[src/rtl/mrsp_pkg.sv]
// ----------------------------------------------------------------------------
// mrsp_pkg: shared types and constants of the metadata reply stream parser
// Holds the parse phases, token and outcome codes, reply types and the
// token record that travels from the parser core to the output queue.
// ----------------------------------------------------------------------------
package mrsp_pkg;

  // Where the parser stands inside a reply.
  typedef enum logic [3:0] {
    PH_HEADER  = 4'd0,
    PH_SKIP    = 4'd1,
    PH_STCOUNT = 4'd2,
    PH_STATUS  = 4'd3,
    PH_FNCOUNT = 4'd4,
    PH_NAME    = 4'd5,
    PH_FLEN    = 4'd6,
    PH_DLEN    = 4'd7,
    PH_DATA    = 4'd8,
    PH_POP     = 4'd9
  } phase_e;

  // Token kinds carried on the result stream.
  typedef enum logic [3:0] {
    TK_ST_COUNT = 4'd0,
    TK_STATUS   = 4'd1,
    TK_FN_COUNT = 4'd2,
    TK_NAME     = 4'd3,
    TK_NAME_END = 4'd4,
    TK_FN_LEN   = 4'd5,
    TK_DATA_LEN = 4'd6,
    TK_DATA     = 4'd7,
    TK_POP      = 4'd8,
    TK_END      = 4'd9
  } tk_e;

  // Outcome reported with the message end token.
  typedef enum logic [1:0] {
    OC_OK       = 2'd0,
    OC_BAD_TYPE = 2'd1,
    OC_TRUNC    = 2'd2
  } oc_e;

  // Expected reply kind, as written to the configuration register.
  typedef enum logic [1:0] {
    RK_HELLO = 2'd0,
    RK_PUSH  = 2'd1,
    RK_PULL  = 2'd2
  } rk_e;

  localparam rk_e RK_RESET = RK_PULL;

  // Reply type bytes.
  localparam logic [7:0] TYPE_HELLO_A = 8'h0a;
  localparam logic [7:0] TYPE_HELLO_B = 8'h31;
  localparam logic [7:0] TYPE_PUSH    = 8'h11;
  localparam logic [7:0] TYPE_PULL    = 8'h0f;

  // Number of length bytes that open the header; the type byte follows them.
  localparam logic [2:0] HDR_LEN_BYTES = 3'd4;

  // Output queue depth; must hold at least two results beyond the one on show.
  localparam int unsigned OUT_DEPTH = 4;
  localparam int unsigned OUT_AW    = $clog2(OUT_DEPTH);

  // Padded stream data width: value and outcome, rounded up to bytes.
  localparam int unsigned TDATA_W = 40;

  typedef struct packed {
    tk_e         kind;
    logic [31:0] value;
    oc_e         outcome;
    logic        last;
  } tok_t;

  // Results produced by one accepted byte: zero, one or two tokens.
  typedef struct packed {
    logic [1:0] count;
    tok_t       tok0;
    tok_t       tok1;
  } res_t;

endpackage

[src/rtl/mrsp_parser.sv]
// ----------------------------------------------------------------------------
// mrsp_parser: reply parser core
// Holds the reply state and turns each accepted byte combinationally into
// zero, one or two tokens.
// ----------------------------------------------------------------------------
module mrsp_parser (
  input  logic                 clk_i,
  input  logic                 rst_ni,
  input  logic                 cfg_we_i,
  input  logic [1:0]           cfg_wdata_i,
  input  logic                 byte_fire_i,
  input  logic [7:0]           byte_i,
  output mrsp_pkg::res_t       res_o
);

  mrsp_pkg::rk_e    kind_q;
  mrsp_pkg::phase_e phase_q, phase_d;
  logic [2:0]       hdr_cnt_q, hdr_cnt_d;
  logic [31:0]      plen_q, plen_d;
  logic [7:0]       mtype_q, mtype_d;
  logic [2:0]       dd_cnt_q, dd_cnt_d;
  logic [31:0]      dd_acc_q, dd_acc_d;
  logic [31:0]      sts_q, sts_d;
  logic [31:0]      fns_q, fns_d;
  logic [31:0]      dlen_q, dlen_d;
  mrsp_pkg::oc_e    err_q, err_d;

  // Packed integer decoder, next values.
  logic [2:0]  dd_cnt_n;
  logic [31:0] dd_acc_n;
  logic [31:0] dd_val;
  logic        dd_done;

  logic              type_ok;
  logic              fin;
  logic              have_tok;
  mrsp_pkg::tok_t    tok;
  mrsp_pkg::tok_t    end_tok;
  mrsp_pkg::oc_e     oc;
  mrsp_pkg::phase_e  after_sts;

  always_ff @(posedge clk_i or negedge rst_ni) begin
    if (!rst_ni) begin
      kind_q <= mrsp_pkg::RK_RESET;
    end else if (cfg_we_i) begin
      kind_q <= mrsp_pkg::rk_e'(cfg_wdata_i);
    end
  end

  always_comb begin
    dd_cnt_n = dd_cnt_q;
    dd_acc_n = dd_acc_q;
    dd_val   = 32'd0;
    dd_done  = 1'b0;
    if (dd_cnt_q == 3'd0) begin
      if (!byte_i[7]) begin
        dd_val  = {24'd0, byte_i};
        dd_done = 1'b1;
      end else if (byte_i[6] == 1'b0) begin
        dd_acc_n = {26'd0, byte_i[5:0]};
        dd_cnt_n = 3'd1;
      end else if (byte_i == 8'hFF) begin
        dd_acc_n = 32'd0;
        dd_cnt_n = 3'd4;
      end else begin
        dd_acc_n = {27'd0, byte_i[4:0]};
        dd_cnt_n = 3'd3;
      end
    end else begin
      dd_acc_n = {dd_acc_q[23:0], byte_i};
      dd_cnt_n = dd_cnt_q - 3'd1;
      dd_val   = dd_acc_n;
      dd_done  = (dd_cnt_q == 3'd1);
    end
  end

  always_comb begin
    phase_d   = phase_q;
    hdr_cnt_d = hdr_cnt_q;
    plen_d    = plen_q;
    mtype_d   = mtype_q;
    dd_cnt_d  = dd_cnt_q;
    dd_acc_d  = dd_acc_q;
    sts_d     = sts_q;
    fns_d     = fns_q;
    dlen_d    = dlen_q;
    err_d     = err_q;
    type_ok   = 1'b0;
    fin       = 1'b0;
    have_tok  = 1'b0;
    tok       = '0;
    end_tok   = '0;
    oc        = mrsp_pkg::OC_OK;
    after_sts = (mtype_q == mrsp_pkg::TYPE_PULL) ? mrsp_pkg::PH_FNCOUNT : mrsp_pkg::PH_SKIP;

    if (byte_fire_i) begin
      if (phase_q == mrsp_pkg::PH_HEADER) begin
        if (hdr_cnt_q != mrsp_pkg::HDR_LEN_BYTES) begin
          plen_d    = {plen_q[23:0], byte_i};
          hdr_cnt_d = hdr_cnt_q + 3'd1;
        end else begin
          mtype_d   = byte_i;
          hdr_cnt_d = 3'd0;
          dd_cnt_d  = 3'd0;
          dd_acc_d  = 32'd0;
          unique case (kind_q)
            mrsp_pkg::RK_HELLO: type_ok = (byte_i == mrsp_pkg::TYPE_HELLO_A) ||
                                          (byte_i == mrsp_pkg::TYPE_HELLO_B);
            mrsp_pkg::RK_PUSH:  type_ok = (byte_i == mrsp_pkg::TYPE_PUSH);
            mrsp_pkg::RK_PULL:  type_ok = (byte_i == mrsp_pkg::TYPE_PULL);
            default:            type_ok = 1'b0;
          endcase
          if (!type_ok) begin
            err_d   = mrsp_pkg::OC_BAD_TYPE;
            phase_d = mrsp_pkg::PH_SKIP;
          end else begin
            err_d   = mrsp_pkg::OC_OK;
            phase_d = (kind_q == mrsp_pkg::RK_HELLO) ? mrsp_pkg::PH_SKIP
                                                     : mrsp_pkg::PH_STCOUNT;
          end
          fin = (plen_q == 32'd0);
        end
      end else begin
        if (plen_q != 32'd0) begin
          plen_d = plen_q - 32'd1;
        end
        fin = (plen_q == 32'd0) || (plen_q == 32'd1);
        tok.value = dd_val;

        case (phase_q)
          mrsp_pkg::PH_STCOUNT: begin
            dd_cnt_d = dd_cnt_n;
            dd_acc_d = dd_acc_n;
            if (dd_done) begin
              have_tok = 1'b1;
              tok.kind = mrsp_pkg::TK_ST_COUNT;
              sts_d    = dd_val;
              phase_d  = (dd_val == 32'd0) ? after_sts : mrsp_pkg::PH_STATUS;
            end
          end
          mrsp_pkg::PH_STATUS: begin
            dd_cnt_d = dd_cnt_n;
            dd_acc_d = dd_acc_n;
            if (dd_done) begin
              have_tok = 1'b1;
              tok.kind = mrsp_pkg::TK_STATUS;
              sts_d    = sts_q - 32'd1;
              if (sts_q == 32'd1) begin
                phase_d = after_sts;
              end
            end
          end
          mrsp_pkg::PH_FNCOUNT: begin
            dd_cnt_d = dd_cnt_n;
            dd_acc_d = dd_acc_n;
            if (dd_done) begin
              have_tok = 1'b1;
              tok.kind = mrsp_pkg::TK_FN_COUNT;
              fns_d    = dd_val;
              phase_d  = (dd_val == 32'd0) ? mrsp_pkg::PH_SKIP : mrsp_pkg::PH_NAME;
            end
          end
          mrsp_pkg::PH_NAME: begin
            have_tok = 1'b1;
            if (byte_i == 8'd0) begin
              tok.kind  = mrsp_pkg::TK_NAME_END;
              tok.value = 32'd0;
              phase_d   = mrsp_pkg::PH_FLEN;
            end else begin
              tok.kind  = mrsp_pkg::TK_NAME;
              tok.value = {24'd0, byte_i};
            end
          end
          mrsp_pkg::PH_FLEN: begin
            dd_cnt_d = dd_cnt_n;
            dd_acc_d = dd_acc_n;
            if (dd_done) begin
              have_tok = 1'b1;
              tok.kind = mrsp_pkg::TK_FN_LEN;
              phase_d  = mrsp_pkg::PH_DLEN;
            end
          end
          mrsp_pkg::PH_DLEN: begin
            dd_cnt_d = dd_cnt_n;
            dd_acc_d = dd_acc_n;
            if (dd_done) begin
              have_tok = 1'b1;
              tok.kind = mrsp_pkg::TK_DATA_LEN;
              dlen_d   = dd_val;
              phase_d  = (dd_val == 32'd0) ? mrsp_pkg::PH_POP : mrsp_pkg::PH_DATA;
            end
          end
          mrsp_pkg::PH_DATA: begin
            have_tok  = 1'b1;
            tok.kind  = mrsp_pkg::TK_DATA;
            tok.value = {24'd0, byte_i};
            dlen_d    = dlen_q - 32'd1;
            if (dlen_q == 32'd1) begin
              phase_d = mrsp_pkg::PH_POP;
            end
          end
          mrsp_pkg::PH_POP: begin
            dd_cnt_d = dd_cnt_n;
            dd_acc_d = dd_acc_n;
            if (dd_done) begin
              have_tok = 1'b1;
              tok.kind = mrsp_pkg::TK_POP;
              fns_d    = fns_q - 32'd1;
              phase_d  = (fns_q == 32'd1) ? mrsp_pkg::PH_SKIP : mrsp_pkg::PH_NAME;
            end
          end
          default: ;
        endcase
      end

      if (fin) begin
        oc = err_d;
        if ((err_d == mrsp_pkg::OC_OK) && (phase_d != mrsp_pkg::PH_SKIP)) begin
          oc = mrsp_pkg::OC_TRUNC;
        end
        end_tok.kind    = mrsp_pkg::TK_END;
        end_tok.value   = {24'd0, mtype_d};
        end_tok.outcome = oc;
        end_tok.last    = 1'b1;
        phase_d   = mrsp_pkg::PH_HEADER;
        hdr_cnt_d = 3'd0;
        err_d     = mrsp_pkg::OC_OK;
        dd_cnt_d  = 3'd0;
        dd_acc_d  = 32'd0;
      end
    end
  end

  // The end token always comes last; a field token is last only when alone.
  always_comb begin
    res_o = '0;
    if (have_tok && fin) begin
      res_o.count = 2'd2;
      res_o.tok0  = tok;
      res_o.tok1  = end_tok;
    end else if (have_tok) begin
      res_o.count     = 2'd1;
      res_o.tok0      = tok;
      res_o.tok0.last = 1'b1;
    end else if (fin) begin
      res_o.count = 2'd1;
      res_o.tok0  = end_tok;
    end
  end

  always_ff @(posedge clk_i or negedge rst_ni) begin
    if (!rst_ni) begin
      phase_q   <= mrsp_pkg::PH_HEADER;
      hdr_cnt_q <= 3'd0;
      plen_q    <= 32'd0;
      mtype_q   <= 8'd0;
      dd_cnt_q  <= 3'd0;
      dd_acc_q  <= 32'd0;
      sts_q     <= 32'd0;
      fns_q     <= 32'd0;
      dlen_q    <= 32'd0;
      err_q     <= mrsp_pkg::OC_OK;
    end else begin
      phase_q   <= phase_d;
      hdr_cnt_q <= hdr_cnt_d;
      plen_q    <= plen_d;
      mtype_q   <= mtype_d;
      dd_cnt_q  <= dd_cnt_d;
      dd_acc_q  <= dd_acc_d;
      sts_q     <= sts_d;
      fns_q     <= fns_d;
      dlen_q    <= dlen_d;
      err_q     <= err_d;
    end
  end

endmodule

[src/rtl/mrsp_out_fifo.sv]
// ----------------------------------------------------------------------------
// mrsp_out_fifo: result queue
// Takes up to two tokens a cycle from the parser and, while pop_i is high,
// gives one a cycle to the output. Reports room for two more to the input.
// ----------------------------------------------------------------------------
module mrsp_out_fifo (
  input  logic           clk_i,
  input  logic           rst_ni,
  input  mrsp_pkg::res_t res_i,
  input  logic           pop_i,
  output logic           room_o,
  output logic           valid_o,
  output mrsp_pkg::tok_t tok_o
);

  localparam int unsigned CW = mrsp_pkg::OUT_AW + 1;

  mrsp_pkg::tok_t               mem_q [mrsp_pkg::OUT_DEPTH];
  logic [mrsp_pkg::OUT_AW-1:0]  wr_ptr_q, wr_ptr_d;
  logic [mrsp_pkg::OUT_AW-1:0]  rd_ptr_q, rd_ptr_d;
  logic [CW-1:0]                count_q, count_d;
  logic [mrsp_pkg::OUT_AW-1:0]  wr_ptr_p1;
  logic                         pop;

  assign wr_ptr_p1 = wr_ptr_q + 1'b1;
  assign valid_o   = (count_q != '0);
  assign tok_o     = mem_q[rd_ptr_q];
  assign pop       = pop_i && valid_o;
  assign room_o    = (count_q <= CW'(mrsp_pkg::OUT_DEPTH - 2));

  always_comb begin
    wr_ptr_d = wr_ptr_q + mrsp_pkg::OUT_AW'(res_i.count);
    rd_ptr_d = rd_ptr_q + mrsp_pkg::OUT_AW'(pop);
    count_d  = count_q + CW'(res_i.count) - CW'(pop);
  end

  always_ff @(posedge clk_i) begin
    if (res_i.count != 2'd0) begin
      mem_q[wr_ptr_q] <= res_i.tok0;
    end
    if (res_i.count == 2'd2) begin
      mem_q[wr_ptr_p1] <= res_i.tok1;
    end
  end

  always_ff @(posedge clk_i or negedge rst_ni) begin
    if (!rst_ni) begin
      wr_ptr_q <= '0;
      rd_ptr_q <= '0;
      count_q  <= '0;
    end else begin
      wr_ptr_q <= wr_ptr_d;
      rd_ptr_q <= rd_ptr_d;
      count_q  <= count_d;
    end
  end

endmodule

[src/rtl/metadata_reply_stream_parser.sv]
// ----------------------------------------------------------------------------
// metadata_reply_stream_parser: top level of the reply byte parser
// Parses the 5-byte header and the packed-integer payload of a reply and
// emits every decoded field as a token, closed by a message end token.
// ----------------------------------------------------------------------------
// Usage. Reply bytes enter one per request on the s_axis channel, header
// first (four big-endian length bytes, then the type byte), then the payload.
// Tokens leave on the m_axis channel: tuser carries the token kind, tdata the
// value and, for the message end token, the outcome; tlast marks the final
// token caused by one input byte. A byte yields no token, one token, or a
// field token followed by the message end token.
// The user sets the expected reply kind through cfg_we_i and cfg_wdata_i only
// while the block is idle (not enforced by the block); it is sampled on each type byte.
// Throughput is one byte per cycle while the result queue has room. The
// tokens of an accepted byte are written into a four-entry result queue
// and shown on m_axis from it in order, and s_axis_tready stays high while
// that queue has room for two more tokens, so a stalled receiver stops the
// input after the queue fills; the queue's single read port gives one token
// per cycle while m_axis_tready is high, so a byte's two tokens leave in turn.
// Reset clears the parser to the start of a header, empties the queue and
// sets the expected reply kind to pull.
// ----------------------------------------------------------------------------
module metadata_reply_stream_parser (
  input  logic                          clk_i,
  input  logic                          rst_ni,
  // Configuration: expected reply kind.
  input  logic                          cfg_we_i,
  input  logic [1:0]                    cfg_wdata_i,
  // Input bytes.
  input  logic                          s_axis_tvalid,
  output logic                          s_axis_tready,
  input  logic [7:0]                    s_axis_tdata,   // [7:0] data_byte
  // Result tokens.
  output logic                          m_axis_tvalid,
  input  logic                          m_axis_tready,
  output logic [mrsp_pkg::TDATA_W-1:0]  m_axis_tdata,   // [31:0] value, [33:32] outcome,
                                                        // upper bits zero
  output logic [3:0]                    m_axis_tuser,   // [3:0] token_kind
  output logic                          m_axis_tlast    // last_of_item
);

  logic           byte_fire;
  logic           room;
  mrsp_pkg::res_t res;
  mrsp_pkg::tok_t head;

  // Input is taken whenever the queue can absorb the worst case of one byte.
  assign s_axis_tready = room;
  assign byte_fire     = s_axis_tvalid && room;

  mrsp_parser u_parser (
    .clk_i       (clk_i),
    .rst_ni      (rst_ni),
    .cfg_we_i    (cfg_we_i),
    .cfg_wdata_i (cfg_wdata_i),
    .byte_fire_i (byte_fire),
    .byte_i      (s_axis_tdata),
    .res_o       (res)
  );

  mrsp_out_fifo u_out_fifo (
    .clk_i   (clk_i),
    .rst_ni  (rst_ni),
    .res_i   (res),
    .pop_i   (m_axis_tready),
    .room_o  (room),
    .valid_o (m_axis_tvalid),
    .tok_o   (head)
  );

  assign m_axis_tdata = {{(mrsp_pkg::TDATA_W - 34){1'b0}}, head.outcome, head.value};
  assign m_axis_tuser = head.kind;
  assign m_axis_tlast = head.last;

endmodule

[config.mk]
export PLATFORM = sky130hd
export DESIGN_NAME = metadata_reply_stream_parser
export DESIGN_NICKNAME = d
export VERILOG_FILES = /design/src/rtl/mrsp_pkg.sv /design/src/rtl/mrsp_parser.sv /design/src/rtl/mrsp_out_fifo.sv /design/src/rtl/metadata_reply_stream_parser.sv
export SDC_FILE = /design/constraint.sdc
export NUM_CORES = 1
export LEC_CHECK = 0
export BUFFER_PORTS_ARGS = -buffer_cell sky130_fd_sc_hd__buf_2
export CORE_MARGIN = 4
export CORE_UTILIZATION = 60
export CTS_BUF_LIST = sky130_fd_sc_hd__clkbuf_4 sky130_fd_sc_hd__clkbuf_8
export DETAILED_ROUTE_END_ITERATION = 16
export HOLD_SLACK_MARGIN = 0.12
export PLACE_DENSITY = 0.75
export SYNTH_ARGS = -nofsm -noshare
export SYNTH_HDL_FRONTEND = slang
export SYNTH_SLANG_ARGS = --single-unit
[constraint.sdc]
create_clock -name clk_i -period 4.7 [get_ports clk_i]
set_clock_uncertainty 0.15 [all_clocks]
set_input_delay 1.175 -clock clk_i [delete_from_list [all_inputs] [get_ports clk_i]]
set_output_delay 1.175 -clock clk_i [all_outputs]
set_load 0.01 [all_outputs]
# --- After elaboration in Yosys (flattened, before gate mapping) ---
# Memory sizes are Yosys's and may differ from the RTL's.
# Index checks and enable logic that the tools add are counted.
word_totals:
  reg_bits: 181
  ram_bits: 156
  n_memories: 1
classes:
  muxes: 93
  n_eq_ne: 32
  reduce_logical: 30
  add_sub_neg: 11
  magnitude_cmp: 1
  n_bitwise: 1
memory_table:
  columns: ["memory", "words", "word_bits", "rd", "rd_ports_with_merged_regs", "wr", "line_no", "rtl"]
  rows:
  - ["u_out_fifo.mem_q", 4, 39, 1, 0, 2, "mrsp_out_fifo.sv:18", "mrsp_pkg::tok_t mem_q [mrsp_pkg::OUT_DEPTH];"]
ops:
  columns: ["op", "count"]
  rows:
  - ["case mux 32 bit (2 select lines)", 4]
  - ["2-to-1 mux 32 bit", 7]
  - ["2-to-1 mux 24 bit", 6]
  - ["equality test 32 x 1 -> 1 bit, second input constant", 4]
  - ["subtractor 32 x 1 -> 32 bit, second input constant", 4]
  - ["2-to-1 mux 39 bit", 3]
  - ["2-to-1 mux 41 bit", 2]
  - ["2-to-1 mux 36 bit", 2]
  - ["logical NOT 32 bit", 2]
  - ["2-to-1 mux 4 bit", 16]
  - ["2-to-1 mux 3 bit", 16]
  - ["2-to-1 mux 40 bit", 1]
  - ["2-to-1 mux 35 bit", 1]
  - ["case mux 4 bit (8 select lines)", 1]
  - ["nonzero test 32 bit", 1]
  - ["case mux 4 bit (7 select lines)", 1]
  - ["equality test 8 x 4 -> 1 bit, second input constant", 3]
  - ["2-to-1 mux 1 bit", 19]
  - ["equality test 4 x 3 -> 1 bit, second input constant", 4]
  - ["2-to-1 mux 8 bit", 2]
  - ["2-to-1 mux 2 bit", 7]
  - ["nonzero test 2 bit", 6]
  - ["!= test 2 x 1 -> 1 bit, second input constant", 5]
  - ["AND reduction 5 bit", 2]
  - ["38 further kinds", 49]

# --- Longest topological paths before layout ---
depth:
  ltp_word: 21
  mapped_depth: 17
  ltp_nobuf: 16

# --- Cells and area by module ---
# A second synthesis with hierarchy kept.
unflattened:
  hier_cells: 1912
  hier_area_um2: 19643.8
modules_own_cells:
  columns: ["module", "cells_each", "n_inst", "area_per_inst_um2", "seq_area_each_um2"]
  rows:
  - ["mrsp_parser", 1487, 1, 11619.9, 4355.4]
  - ["mrsp_out_fifo", 417, 1, 7968.9, 4859.7]
  - ["metadata_reply_stream_parser", 8, 1, 55.1, 0.0]

# --- Worst setup path before layout ---
# No wires, ideal clock.
synth_timing:
  kind: "input to register"
  start: "input port s_axis_tdata[7]"
  end: "memory u_out_fifo.mem_q[0][0] (netlist name) (enable)"
  arrival_ns: 3.439
  path_buffers: 3
  required_ns: 4.201
  path_stages: 11
  path_slack_ns: 0.762
  cell_sequence: "nor2b_2 -> o211ai_1 -> a41oi_2 -> inv_1 -> ha_1 -> or3_1 -> clkbuf_1 -> and2_1 -> clkbuf_1 -> clkbuf_1 -> inv_1"
synth_rtl:
  columns: ["element", "line_no", "rtl"]
  rows:
  - ["start, declared", "metadata_reply_stream_parser.sv:32", "input logic [7:0] s_axis_tdata,"]
  - ["end, declared", "mrsp_out_fifo.sv:18", null]

==> metrics.md <==
| Metric | Value |
|---|---|
| Outcome | `completed` |
| Synth cell types | `84` |
| Hold Slack | `0.297 ns` |
| Post-CTS resize count | `0` |
| Antenna cells | `0` |
| Final period util | `0.885` |
| Synth Warn # | `0` |
| I/O Buffers | `55` |
| Total core area | `0.0291 sq mm` |
| Total number of H-tree levels | `2` |
| Commonest cells in the netlist | `nand2_1 (341), o21ai_0 (310), dfrtp_1 (180)` |
| Setup crit end kind | `flip-flop` |
| Top post-synthesis cells by area | `dfrtp_1 (25%), dfxtp_1 (12%), edfxtp_1 (8.7%)` |
| DR vias | `16200` |
| CP Data Required Time | `4.99 ns` |
| Total gr overflow | `0` |
| Clock edge transition at the registers on the reported setup and hold paths | `0.07 ns` |
| Number of max-cap violations | `0` |
| HP Class | `flip-flop to flip-flop` |
| Setup_tns | `0 ns` |
| Number of global-route vias before repair | `15500` |
| Die area | `0.0327 sq mm` |
| DRC Markers | `0` |
| Via density per instance | `6.56` |
| Placed insts | `2371` |
| Post-synthesis async set-or-reset flop share | `0.537` |
| Hold Violations, Final | `0` |
| # hold bufs at CTS | `0` |
| Avg WL per Cell | `20.5 um` |
| Max frequency | `240 MHz` |
| Yosys top cell by area | `dfrtp_1` |
| Initial antenna violation count | `0` |
| Max-slew headroom | `0.199` |
| Register area share after synthesis | `0.457` |
| Startpoint types | `flip-flop` |
| Reg2Reg Setup Slack | `0.54 ns` |
| Period minus WS final | `4.16 ns` |
| Routed WL | `50.6 mm` |
| Fin cells | `2470` |
| Post-Syn Instances | `2022` |
| Nets | `2083` |
| # setup viols final | `0` |
| RSZ-0062 raised after global routing | `false` |
| Total Routing Usage GR | `0.301` |
| Die outline width | `181 um` |
| CTS max path bufs | `3` |
| Syn avg cell area | `8.85 sq um` |
| Slew Limit Fails | `0` |
| Final core utilization | `0.679` |
| Top cell type's share of synthesized area | `0.252` |
| Post-Syn Area | `0.0179 sq mm` |
| Power density cells | `529 mW/mm^2` |
| First-pass GRT wire length | `81.3 mm` |
| Pin slew with the least headroom to its limit | `1.20 ns` |
| Most frequently used cell type in the post-synthesis netlist | `nand2_1` |
| P&R area growth vs syn | `10.4%` |
| Root Buffer | `clkbuf_8` |
| Post-CTS Setup Repair Bufs | `0` |
| Die H | `181 um` |
| DRT antenna net count | `0` |
| Critical Path AT | `4.45 ns` |
| Kind of critical path | `flip-flop to flip-flop` |
| CP max FO | `8` |
| Proportion of layout cells with a drive suffix above 1 | `0.140` |
| CTS tree | `built` |
| DRT iter0 DRCs | `1724` |
| Routability cong. | `0.987` |
| Placement Rows | `62` |
| FF+latch count, synth | `337` |
| Pre-antenna DRT Iters | `6` |
| Top Ports | `62` |
| Worst-Skew Late Latency | `0.63 ns` |
| Largest net degree at the start of global routing | `92` |
| Num CTS Buffers | `54` |
| Post-synth EDFFs | `52` |
| Tot Pwr | `0.0105 W` |
| Pleak | `7.72 nW` |
| Post-DP HPWL | `33.5 mm` |
| Starting density of the core | `0.615` |
| Ys flop type | `dfrtp_1` |
| Maximum VDD drop | `341 uV` |
| Sink Count | `337` |
==> registers in the layout (all words and copies together) (netlist names) <==
register / cells
u_out_fifo.rd_ptr_q: 2
u_parser.dd_acc_q: 24
u_parser.dd_cnt_q: 3
u_out_fifo.count_q: 3
u_parser.hdr_cnt_q: 3
u_parser.mtype_q: 8
u_out_fifo.wr_ptr_q: 2
u_parser.err_q: 2
u_parser.fns_q: 32
u_out_fifo.mem_q: 156
u_parser.dlen_q: 32
u_parser.plen_q: 32
u_parser.kind_q: 2
u_parser.sts_q: 32
u_parser.phase_q: 4
==> kinds of logic after synthesis <==
kind of cell,count (synthesis),share of synthesized area
adder cells (fa/ha/maj),25,0.0179
AO/OA/AOI/OAI,666,0.228
other,1,0.000210
XOR/XNOR,5,0.00245
flip-flops,337,0.457
buffers and inverters,190,0.0419
AND/OR/NAND/NOR,747,0.197
multiplexers,51,0.0564
==> cells in the final DEF (no fill, tap or decap), drive strengths merged, types with 26 or more instances in the layout <==
master,count
nor2,139
a21oi,106
dfrtp,180
clkbuf,85
a31oi,26
nand2,341
o22ai,34
buf,106
nor3,73
nand3,28
inv,45
edfxtp,52
mux4,39
or3,26
dfxtp,104
o21ai,315
nor4,42
a22o,59
==> stage by stage <==
step                setup slack (ns)  cell area [sq um]
CTS                            0.601              19800
global placement               0.577              18600
floorplan                      0.762              17900
finish                         0.542              19800
global route                   0.309              19800
detailed placement             0.499              18600
==> power by group <==
part	internal [W]	total [W]	switching [W]
Combinational	0.00135	0.00363	0.00228
Sequential	0.00346	0.00408	0.000617
Clock	0.00153	0.00275	0.00122
==> critical path: stages, from the launching register on <==
cell and delay, ns:
dfrtp_1 0.47, nor4_4 0.45, nand3_1 0.35, nor4_4 0.46, and2_0 0.21, buf_4 0.14
ha_1 0.16, nor2b_1 0.43, nand2_1 0.20, o31ai_1 0.11, a31oi_1 0.10, o22ai_1 0.58
nand2_1 0.10, o21ai_0 0.11
==> final timing paths <==
check	cells after the start	endpoint	startpoint
max reg2reg	13	u_out_fifo.mem_q[3][4]	u_parser.plen_q[8]
min	2	u_out_fifo.mem_q[2][27]	u_out_fifo.mem_q[2][27]
min reg2reg	2	u_out_fifo.mem_q[2][27]	u_out_fifo.mem_q[2][27]
min in group asynchronous	1	u_parser.mtype_q[3]	rst_ni
max in group asynchronous	2	u_parser.plen_q[29]	rst_ni
max	13	u_out_fifo.mem_q[3][4]	u_parser.plen_q[8]
==> routing by layer <==
metal  share of wire  vias to the layer above  track usage
li1                -                     7472            -
met1            0.42                     7874        0.425
met2            0.47                      752        0.485
met3           0.083                      107       0.0481
met4           0.024                        0       0.0895
met5               0                        -            0
==> final cells by class <==
cell class	instances	area [sq um]
clock buffer	84	1040
clock inverter	15	151
fill	2325	9330
inverter	43	161
multi-input combinational	1500	9070
sequential	337	8180
tap	384	480
timing repair buffer	107	674
(Power assumes the default switching activity.)
